File: src/rtl/fdos_pkg.sv
package fdos_pkg;

  localparam int MAX_VERTS = 4;
  localparam int LANES     = 4;
  localparam int VERT_TOP  = (MAX_VERTS < LANES) ? MAX_VERTS : LANES;

  localparam int FACE_W = 16;
  localparam int DIST_W = 24;
  localparam int CNTV_W = 3;
  localparam int SUM_W  = DIST_W + 2;

  // x / 3 == (x * ceil(2^29 / 3)) >> 29 for x < 2^27
  localparam int                RECIP3_W     = 28;
  localparam logic [RECIP3_W-1:0] RECIP3     = 28'hAAAAAAB;
  localparam int                RECIP3_SHIFT = 29;
  localparam int                PROD_W       = SUM_W + RECIP3_W;

  typedef struct packed {
    logic [FACE_W-1:0] face_ident;
    logic [CNTV_W-1:0] vertex_count;
    logic [DIST_W-1:0] distance_0;
    logic [DIST_W-1:0] distance_1;
    logic [DIST_W-1:0] distance_2;
    logic [DIST_W-1:0] distance_3;
    logic              final_face;
  } fdos_in_t;

  typedef struct packed {
    logic [FACE_W-1:0] sorted_face;
    logic [DIST_W-1:0] nearest_distance;
    logic              dropped;
    logic              list_end;
  } fdos_out_t;

  typedef struct packed {
    logic [FACE_W-1:0] face;
    logic [DIST_W-1:0] nearest;
    logic [DIST_W-1:0] average;
  } fdos_entry_t;

  typedef struct packed {
    fdos_entry_t entry;
    logic        final_face;
  } fdos_ins_t;

  typedef struct packed {
    logic ins;
    logic shift;
  } fdos_ctl_t;

endpackage

File: src/rtl/fdos_cell.sv
module fdos_cell (
  input  logic                  clk,
  input  fdos_pkg::fdos_ctl_t   ctl,
  input  logic                  occupied,
  input  fdos_pkg::fdos_entry_t new_entry,
  input  fdos_pkg::fdos_entry_t prev_entry,
  input  logic                  prev_ahead,
  input  fdos_pkg::fdos_entry_t next_entry,
  output fdos_pkg::fdos_entry_t entry,
  output logic                  ahead
);
  import fdos_pkg::*;

  fdos_entry_t entry_r, entry_nxt;

  // new face goes ahead of this entry
  assign ahead = !occupied
               | (new_entry.nearest > entry_r.nearest)
               | ((new_entry.nearest == entry_r.nearest)
                  & (new_entry.average >= entry_r.average));

  always_comb begin
    entry_nxt = entry_r;
    if (ctl.ins) begin
      if (prev_ahead) begin
        entry_nxt = prev_entry;
      end else if (ahead) begin
        entry_nxt = new_entry;
      end
    end else if (ctl.shift) begin
      entry_nxt = next_entry;
    end
  end

  always_ff @(posedge clk) begin
    entry_r <= entry_nxt;
  end

  assign entry = entry_r;

endmodule

File: config.mk
export PLATFORM = sky130hd
export DESIGN_NAME = fdos_cell
export DESIGN_NICKNAME = d
export VERILOG_FILES = /design/src/rtl/fdos_pkg.sv /design/src/rtl/fdos_cell.sv
export SDC_FILE = /design/constraint.sdc
export NUM_CORES = 1
export LEC_CHECK = 0
export ABC_AREA = 1
export ABC_CLOCK_PERIOD_IN_PS = 3200
export BUFFER_PORTS_ARGS = -buffer_cell sky130_fd_sc_hd__buf_2
export CAP_MARGIN = 20
export CORE_MARGIN = 10
export CORE_UTILIZATION = 25
export CTS_CLUSTER_DIAMETER = 60
export DETAILED_ROUTE_END_ITERATION = 10
export PLACE_DENSITY = 0.57
export SYNTH_ARGS = -nofsm -noshare
export SYNTH_HDL_FRONTEND = slang
export SYNTH_SLANG_ARGS = --single-unit
File: constraint.sdc
create_clock -name clk -period 3.2 [get_ports clk]
set_clock_uncertainty 0.05 [all_clocks]
set_input_delay 0.32 -clock clk [delete_from_list [all_inputs] [get_ports clk]]
set_output_delay 0.32 -clock clk [all_outputs]
set_load 0.01 [all_outputs]
==> run_results.csv <==
group,metric,value,unit
grt,busiest_layer,"met2",
clock_tree,clk_latency,0.34,ns
sta,hold_violations,0,
clock_tree,clkTransAtPathRegs,0.06,ns
route,antenna_left,0,
clock_tree,postCtsHoldBufs,0,
worst_setup_path,cp_slowest_stage_delay,0.41,ns
worst_setup_path,startpoint_type,"flip-flop",
logic_synthesis,muxShareOfSynthArea,0,
sta,max_freq,0.410,GHz
clock_tree,cts_tree,"done",
grt,overflow,0,
clock_tree,htreeDepth,3,
sta,relSlewSlack,0.521,
run_status,status,"completed",
logic_synthesis,yosysTopAreaCellShare,0.420,
final_layout,drive_gt1_frac,0.349,
grt,grt_pass1_wl,25.9,mm
worst_setup_path,cp_num_buf_inv,2,
worst_setup_path,worstPathMaxFanout,35,
logic_synthesis,synth_compound_area_frac,0.113,
logic_synthesis,ys_seq_area_frac,0.420,
sta,rsz0062_at_grt,"no",
final_layout,syn_to_final_growth,40.1,%
floorplan,die_w,155,um
grt,use_met1,0.157,
logic_synthesis,synth_top_family_by_area,"simple AND/OR/NAND/NOR gates",
worst_setup_path,cpMostUsedCell,"nand2_1",
route,drc_errors,0,
job,cap_violations,0,
logic_synthesis,synthCells,583,
sta,worstMarginPinSlew,0.718,ns
pwr,p_int,2010,uW
clock_tree,cts_root_buf,"clkbuf_16",
worst_setup_path,crit_chain,"inv_1, ha_1, nand2_1, nor2_1, nand2_1, nor2_1, nand2_1, nand2_1, nor2_1, nand2_1, nand2_1, nand3_2, nor2_2, nor2_4, buf_4",
clock_tree,clockBufferDepth,2,
floorplan,rows,49,
pwr,p_clk_frac,0.368,
pwr,sequentialPowerShare,0.383,
worst_setup_path,crit_slowest_cell,"buf_4",
clock_tree,cts-buffers-inserted,9,
grt,use_met3,0.0623,
grt,use_met2,0.214,
grt,grt_pass1_vias,4890,
sta,fin_crit_sh,0.762,
logic_synthesis,async_reset_ff_frac,0,
logic_synthesis,syn_nets,828,
logic_synthesis,synth.most_common_cell,"nand2_1",
route,wl_per_cell,15.6,um
worst_setup_path,worst_setup_path_end_kind,"flip-flop",
clock_tree,cts_setup_buffers,0,
logic_synthesis,post-synth-top-area-cell,"edfxtp_1",
logic_synthesis,synth_fa_ha_area_frac,0.131,
sta,fin_setup_tns,0,ns
sta,period_needed,2.44,ns
worst_setup_path,crit_required,3.12,ns
logic_synthesis,ys_warn_count,0,
place,hpwlAfterDp,13.3,mm
place,place_area,6100,um^2
worst_setup_path,worstSetupPathType,"reg -> reg",
route,vias,4670,
final_layout,final_core_util,0.357,
logic_synthesis,ys_ff_latch,64,
grt,grt_use_total,0.134,
pwr,ir_drop,0.214,mV
hold_path,hold_class,"in -> reg",
logic_synthesis,synth-edff-count,64,
pwr,p_per_area,436,nW/um^2
final_layout,nets,1077,
floorplan,dieHeight,155,um
route,vias_per_cell,4.38,
final_layout,largest_register_ffs,64,
place,gp_congestion,0.784,
sta,maxSlewViolCount,0,
floorplan,ioPinCount,262,
route,drt-pass1-iter-count,4,
logic_synthesis,synth_area,4580,um^2
floorplan,coreArea,18000,um^2
grt,grt_max_degree,105,
pwr,p_comb_frac,0.250,
clock_tree,cts_resized,0,
worst_setup_path,cp_top_family,"simple AND/OR/NAND/NOR gates",
clock_tree,cts.sinks,64,
sta,whs,0.268,ns
logic_synthesis,synth_cell_type_count,27,
worst_setup_path,cp.arrival,2.36,ns
logic_synthesis,synth-simple-area-share,0.253,
place,port_buffers,261,
logic_synthesis,synth-xor-area-share,0,
logic_synthesis,synth_common_cells,"nand2_1, nor2_1, inv_1, a31oi_1, edfxtp_1",
pwr,leakage,0.00332,uW
route,drt_wl_total,16.6,mm
route,drtIter0Drc,132,
floorplan,die-area,24100,um^2
floorplan,start_util,0.255,
pwr,switching_power,788,uW
logic_synthesis,synth_area_leaders,"edfxtp_1, nand2_1, ha_1",
grt,antenna_found_initial,2,
logic_synthesis,synth.avg_cell_area,7.85,um^2
final_layout,finalInstanceArea,6410,um^2
sta,setup_violations,0,
logic_synthesis,synth_flop_cell,"edfxtp_1",
pwr,switching_share,0.282,
==> cells in the final DEF, fill, tap and decap left out, drive strengths merged <==
cell and instances:
a31oi 64, diode 1, nand2 191, a21boi 1
bufinv 2, clkinv 2, nand3b 1, edfxtp 64
buf 266, clkbuf 12, nor2 88, o21a 1
o21bai 1, nand4 3, nand3 7, ha 48
a21oi 15, a21o 2, inv 68, o21ai 1
==> metal layers <==
layer,up-vias,share of wire
met5,-,0.00084
met4,4,0.018
met3,19,0.099
met2,173,0.45
met1,2036,0.43
li1,2438,-
==> stage by stage <==
| stage | instances | total power, uW | worst slack, ns |
|---|---|---|---|
| after CTS | 1066 | 2860 | 0.680 |
| final | 1067 | 2800 | 0.761 |
| after global routing | 1066 | 3000 | 0.454 |
| after detailed placement | 1050 | 1800 | 0.641 |
| after global placement | 1050 | 1790 | 0.641 |
| after floorplan | 583 | 1470 | 0.334 |
==> path summary, 6_finish.rpt <==
path	start	to	slack [ns]	depth (start not counted)
min	next_entry[6]	entry[6]$_DFFE_PP_	0.27	3
max reg2reg	entry[19]$_DFFE_PP_	entry[30]$_DFFE_PP_	0.76	15
max	entry[19]$_DFFE_PP_	entry[30]$_DFFE_PP_	0.76	15
min reg2reg	entry[24]$_DFFE_PP_	entry[3]$_DFFE_PP_	1.50	8
==> power groups by stage <==
stage                     clock network [uW]  logic [uW]  registers, uW
after floorplan                            0         339           1130
after global placement                     0         709           1080
after detailed placement                   0         714           1090
after CTS                               1070         718           1070
after global routing                    1110         808           1080
final                                   1030         698           1070
==> worst min-delay path: stages <==
cell,delay (ns)
buf_2,0.07
nor2_1,0.03
a31oi_1,0.12
==> kinds of logic after synthesis <==
| group | Yosys count |
|---|---|
| compound gates | 85 |
| fa+ha+maj | 48 |
| buf+inv | 96 |
| flops | 64 |
| simple gates | 290 |
==> area by class of cell <==
type / count / area (um^2)
Inverter: 68 / 255
Fill cell: 1942 / 11600
Multi-Input combinational cell: 423 / 2280
Clock inverter: 4 / 68.8
Timing Repair Buffer: 266 / 1360
Clock buffer: 12 / 236
Antenna cell: 1 / 2.50
Tap cell: 229 / 287
Sequential cell: 64 / 1920
No activity file was read; power rests on OpenSTA's default activity.
