## src/rtl/fdos_pkg.sv

```systemverilog
package fdos_pkg;

  localparam int MAX_VERTS = 4;
  localparam int LANES     = 4;
  localparam int VERT_TOP  = (MAX_VERTS < LANES) ? MAX_VERTS : LANES;

  localparam int FACE_W = 16;
  localparam int DIST_W = 24;
  localparam int CNTV_W = 3;
  localparam int SUM_W  = DIST_W + 2;

  // x / 3 == (x * ceil(2^29 / 3)) >> 29 for x < 2^27
  localparam int                RECIP3_W     = 28;
  localparam logic [RECIP3_W-1:0] RECIP3     = 28'hAAAAAAB;
  localparam int                RECIP3_SHIFT = 29;
  localparam int                PROD_W       = SUM_W + RECIP3_W;

  typedef struct packed {
    logic [FACE_W-1:0] face_ident;
    logic [CNTV_W-1:0] vertex_count;
    logic [DIST_W-1:0] distance_0;
    logic [DIST_W-1:0] distance_1;
    logic [DIST_W-1:0] distance_2;
    logic [DIST_W-1:0] distance_3;
    logic              final_face;
  } fdos_in_t;

  typedef struct packed {
    logic [FACE_W-1:0] sorted_face;
    logic [DIST_W-1:0] nearest_distance;
    logic              dropped;
    logic              list_end;
  } fdos_out_t;

  typedef struct packed {
    logic [FACE_W-1:0] face;
    logic [DIST_W-1:0] nearest;
    logic [DIST_W-1:0] average;
  } fdos_entry_t;

  typedef struct packed {
    fdos_entry_t entry;
    logic        final_face;
  } fdos_ins_t;

  typedef struct packed {
    logic ins;
    logic shift;
  } fdos_ctl_t;

endpackage

```

## src/rtl/fdos_front.sv

```systemverilog
module fdos_front (
  input  logic               clk,
  input  logic               rst_n,
  input  logic               accept,
  input  fdos_pkg::fdos_in_t in_data,
  output logic               ins_valid,
  output fdos_pkg::fdos_ins_t ins,
  output logic               final_pending
);
  import fdos_pkg::*;

  logic [CNTV_W-1:0] lanes;
  logic [DIST_W-1:0] lane_d [LANES];
  logic [DIST_W-1:0] dmin [LANES];
  logic [DIST_W-1:0] dsum [LANES];
  logic [DIST_W-1:0] min01, min23, near_c;
  logic [SUM_W-1:0]  sum_c;

  logic              s1_valid_r;
  logic [FACE_W-1:0] s1_face_r;
  logic [DIST_W-1:0] s1_near_r;
  logic [SUM_W-1:0]  s1_sum_r;
  logic [CNTV_W-1:0] s1_lanes_r;
  logic              s1_final_r;

  logic [PROD_W-1:0] prod;
  logic [DIST_W-1:0] avg_c;
  logic              ins_valid_r;
  fdos_ins_t         ins_r;

  assign lane_d[0] = in_data.distance_0;
  assign lane_d[1] = in_data.distance_1;
  assign lane_d[2] = in_data.distance_2;
  assign lane_d[3] = in_data.distance_3;

  always_comb begin
    lanes = in_data.vertex_count;
    if (lanes == '0) lanes = CNTV_W'(1);
    if (lanes > CNTV_W'(VERT_TOP)) lanes = CNTV_W'(VERT_TOP);
    for (int i = 0; i < LANES; i++) begin
      if (CNTV_W'(i) < lanes) begin
        dmin[i] = lane_d[i];
        dsum[i] = lane_d[i];
      end else begin
        dmin[i] = '1;
        dsum[i] = '0;
      end
    end
  end

  assign min01  = (dmin[1] < dmin[0]) ? dmin[1] : dmin[0];
  assign min23  = (dmin[3] < dmin[2]) ? dmin[3] : dmin[2];
  assign near_c = (min23 < min01) ? min23 : min01;
  assign sum_c  = (SUM_W'(dsum[0]) + SUM_W'(dsum[1])) + (SUM_W'(dsum[2]) + SUM_W'(dsum[3]));

  always_ff @(posedge clk) begin
    if (!rst_n) begin
      s1_valid_r <= 1'b0;
    end else begin
      s1_valid_r <= accept;
    end
    if (accept) begin
      s1_face_r  <= in_data.face_ident;
      s1_near_r  <= near_c;
      s1_sum_r   <= sum_c;
      s1_lanes_r <= lanes;
      s1_final_r <= in_data.final_face;
    end
  end

  assign prod = PROD_W'(s1_sum_r) * PROD_W'(RECIP3);

  always_comb begin
    case (s1_lanes_r)
      3'd1:    avg_c = s1_sum_r[DIST_W-1:0];
      3'd2:    avg_c = s1_sum_r[DIST_W:1];
      3'd3:    avg_c = prod[RECIP3_SHIFT +: DIST_W];
      3'd4:    avg_c = s1_sum_r[DIST_W+1:2];
      default: avg_c = s1_sum_r[DIST_W-1:0];
    endcase
  end

  always_ff @(posedge clk) begin
    if (!rst_n) begin
      ins_valid_r <= 1'b0;
    end else begin
      ins_valid_r <= s1_valid_r;
    end
    if (s1_valid_r) begin
      ins_r.entry.face    <= s1_face_r;
      ins_r.entry.nearest <= s1_near_r;
      ins_r.entry.average <= avg_c;
      ins_r.final_face    <= s1_final_r;
    end
  end

  assign ins_valid     = ins_valid_r;
  assign ins           = ins_r;
  assign final_pending = (s1_valid_r & s1_final_r) | (ins_valid_r & ins_r.final_face);

endmodule

```

## config.mk

```make
export PLATFORM = sky130hd
export DESIGN_NAME = fdos_front
export DESIGN_NICKNAME = d
export VERILOG_FILES = /design/src/rtl/fdos_pkg.sv /design/src/rtl/fdos_front.sv
export SDC_FILE = /design/constraint.sdc
export NUM_CORES = 1
export LEC_CHECK = 0
export BUFFER_PORTS_ARGS = -buffer_cell sky130_fd_sc_hd__buf_2
export CORE_UTILIZATION = 60
export CTS_BUF_LIST = sky130_fd_sc_hd__clkbuf_16
export DETAILED_ROUTE_END_ITERATION = 16
export PLACE_DENSITY = 0.92
export SLEW_MARGIN = 30
export SYNTH_ARGS = -nofsm -noshare
export SYNTH_HDL_FRONTEND = slang
export SYNTH_SLANG_ARGS = --single-unit
export TNS_END_PERCENT = 20
```

## constraint.sdc

```tcl
create_clock -name clk -period 19.9 [get_ports clk]
set_clock_uncertainty 0.05 [all_clocks]
set_input_delay 2.985 -clock clk [delete_from_list [all_inputs] [get_ports clk]]
set_output_delay 2.985 -clock clk [all_outputs]
set_load 0.01 [all_outputs]
```

==> flow_metrics.env <==
export IMPL_status="complete, no violations"
export IMPL_worstHoldStart="s1_face_r[3]"
export IMPL_synth_compound_area_share=0.1027
export IMPL_required_ps=20020
export IMPL_synth_edff_count=135
export IMPL_syn_inst=1912
export IMPL_arrival_ps=9340
export IMPL_path_max_fanout=56
export IMPL_drc=0
export IMPL_drv_slew=0
export IMPL_synth_simple_area_share=0.09393
export IMPL_htreeDepth=4
export IMPL_regArea_um2=4098
export IMPL_period_share=0.4630
export IMPL_cp_start_kind="input port"
export IMPL_via_per_inst=5.869
export IMPL_die_h_um=178.6
export IMPL_start_util=0.6102
export IMPL_wl_met3_um=4857
export IMPL_cts_buffer_depth=2
export IMPL_setup_viol=0
export IMPL_synth_top_family_by_area="adder cells"
export IMPL_synth_xor_area_share=0.02153
export IMPL_insertion_delay_ps=450
export IMPL_cts_tree="built"
export IMPL_hold_end="ins[52]"
export IMPL_grt_pass1_wl_um=78100
export IMPL_hold_viol=0
export IMPL_regToRegEndpoint="ins[15]"
export IMPL_grt_antenna_before_repair=2
export IMPL_gp_routability_congestion=0.9702
export IMPL_cts_resized=0
export IMPL_cpLargestDelayFamily="compound AO/OA/AOI/OAI gates"
export IMPL_wl_met1_um=19060
export IMPL_grtUsageTotal=0.3268
export IMPL_finalWirelength_um=49770
export IMPL_rsz0062_at_grt="false"
export IMPL_first_global_vias=15180
export IMPL_drive_gt1_frac=0.1161
export IMPL_yosys_cell_types_count=65
export IMPL_multi_input_area_um2=12730
export IMPL_cts_buffers=17
export IMPL_netlist_area_um2=18720
export IMPL_vias=14510
export IMPL_synthAdderAreaFrac=0.4481
export IMPL_clk_pin_slew_ps=70
export IMPL_avgRoutedWirePerCell_um=20.13
export IMPL_r2r_slack_ps=11720
export IMPL_holdPathStages=0
export IMPL_rows=64
export IMPL_avgSynthCellArea_um2=9.788
export IMPL_dieWidth_um=178.6
export IMPL_core_area_um2=30670
export IMPL_drt_iter0_drc=1539
export IMPL_cp_common_cell="a21o_1"
export IMPL_cpPeakStageDelay_ps=680
export IMPL_dieArea_um2=31900
export IMPL_antenna_cells=0
export IMPL_synthMuxAreaShare=0.01397
export IMPL_ios=186
export IMPL_area_growth_pct=10.13
export IMPL_slew_headroom=0.3485
export IMPL_hp_class="flop to flop"
export IMPL_drtAntennaViolNets=0
export IMPL_synth_nets=2559
export IMPL_num_fill_cells=2233
export IMPL_synthArstFlopShare=0
export IMPL_overflow=0
export IMPL_yosys_warnings=0
export IMPL_synth_seq_area_share=0.2187
export IMPL_tightest_slew_ps=977.3
export IMPL_dr_pass1_iters=9
export IMPL_reg2reg_from="s1_sum_r[22]"
export IMPL_max_freq_mhz=108.5
export IMPL_cts_sinks=137
export IMPL_worstRegToRegCells=24
export IMPL_fin_nets=2710
export IMPL_cts_setup_buffers=0
export IMPL_grt_max_degree=72
export IMPL_cp_end_kind="flop"
export IMPL_cap_violations=0
export IMPL_cts_root_buf="clkbuf_16"
export IMPL_ys_flop_type="edfxtp_1"
export IMPL_cts_hold_buf=0
export IMPL_met2_length_um=24070
export IMPL_cpMaxStageDelayCell="nor2_2"
export IMPL_dr_max_layer_used="met5"
export IMPL_synth_seq_cells=137
export IMPL_port_buffers=185
export IMPL_min_period_ps=9214
export IMPL_fin_setup_tns_ps=0
export IMPL_crit_buf_inv=5
export IMPL_path_class="input port to flop"
export IMPL_dpl_hpwl_um=39980
## per-layer routing
layer | GRT usage | vias up
met5 | 0 | -
met4 | 0.1225 | 2
met3 | 0.06287 | 158
met2 | 0.5505 | 862
met1 | 0.4164 | 6950
li1 | - | 6535
## worst reg2reg max path: stages, from the launching register on
cell and delay, ps:
edfxtp_1 540, ha_1 370, inv_1 80, fa_1 480, inv_1 90, fa_1 590, inv_1 140, fa_1 740
inv_1 230, fa_1 510, fa_1 530, inv_1 60, fa_1 550, inv_1 50, ha_1 390, nand2_1 120
a21oi_1 160, o211ai_1 140, a311o_1 410, nand2_1 180, o21ai_0 190, o21ai_0 440, a31oi_1 180, xnor2_1 340
o221ai_1 300
## cells in the mapped netlist, types with 9 or more instances
master	number	share of area
o21bai_1	9	0.0036
mux2i_1	25	0.013
o21ai_0	57	0.015
xnor2_1	31	0.015
a22oi_1	11	0.0044
a21o_1	47	0.019
clkbuf_1	55	0.011
ha_1	291	0.19
a21oi_1	103	0.028
nor2_1	91	0.018
fa_1	237	0.25
xor2_1	15	0.0070
edfxtp_1	135	0.22
nand2_1	133	0.027
nand3_1	18	0.0048
nand4_1	15	0.0050
nor2b_1	18	0.0060
o22ai_1	20	0.0067
inv_1	433	0.087
nand2b_1	55	0.018
## final cells by class
type | instances | area share
Multi-Input combinational cell | 1277 | 0.6178
Sequential cell | 137 | 0.1988
Inverter | 433 | 0.07886
Timing Repair Buffer | 197 | 0.05026
Tap cell | 396 | 0.02404
Clock buffer | 17 | 0.02064
Clock inverter | 15 | 0.009591
## cells in the final DEF (no fill, tap or decap), types with 6 or more instances in the layout
master / n
edfxtp_1: 135
nand2_1: 133
a21oi_1: 102
o21ai_0: 57
xnor2_1: 31
a22oi_1: 11
ha_1: 291
inv_1: 433
nor3_1: 8
nor2_1: 91
a31oi_1: 8
o21a_1: 7
clkbuf_16: 17
fa_1: 237
o221ai_1: 6
a21o_1: 47
o21bai_1: 9
nand4_1: 15
nand2b_1: 55
mux2i_1: 25
nand3_1: 18
buf_2: 185
nor2b_1: 18
o22ai_1: 20
xor2_1: 15
buf_4: 11
## worst max path at each step
stage	start	endpoint	slack [ps]	cells past startpoint
2_1_floorplan	in_data[99]	s1_near_r[10]	11590	27
3_3_place_gp	in_data[99]	s1_near_r[17]	10420	25
3_5_place_dp	in_data[99]	s1_near_r[23]	10360	25
4_1_cts	in_data[99]	s1_near_r[7]	10780	25
5_1_grt	in_data[99]	s1_near_r[15]	10320	25
6_report	in_data[99]	s1_near_r[23]	10690	25
## flip-flops by register name, indices dropped and copies added, names as in the netlist
name / flops
s1_valid_r: 1
ins_valid: 1
s1_near_r: 24
s1_sum_r: 26
s1_face_r: 16
ins: 65
s1_final_r: 1
s1_lanes_r: 3
## kinds of logic after synthesis
| kind of cell | count (synthesis) |
|---|---|
| AO/OA/AOI/OAI | 307 |
| XOR/XNOR | 46 |
| adder cells (fa/ha/maj) | 528 |
| buffers and inverters | 498 |
| flip-flops | 137 |
| multiplexers | 26 |
| AND/OR/NAND/NOR | 370 |
## through the flow
| stage | hold WS [ps] | utilization | instance area [um^2] | worst slack, ps | cells |
|---|---|---|---|---|---|
| floorplan | 350.3 | - | 18720 | 11590 | 1912 |
| global placement | 350.8 | 0.6508 | 19960 | 10420 | 2439 |
| detailed placement | 355.2 | 0.6508 | 19960 | 10360 | 2439 |
| CTS | 368.8 | 0.6711 | 20580 | 10780 | 2471 |
| global route | 376.7 | 0.6720 | 20610 | 10320 | 2472 |
| finish | 370.0 | 0.6720 | 20610 | 10690 | 2472 |
Power is not shown: default switching activity piles up to over one toggle a cycle in this logic, so the estimate is an artifact.
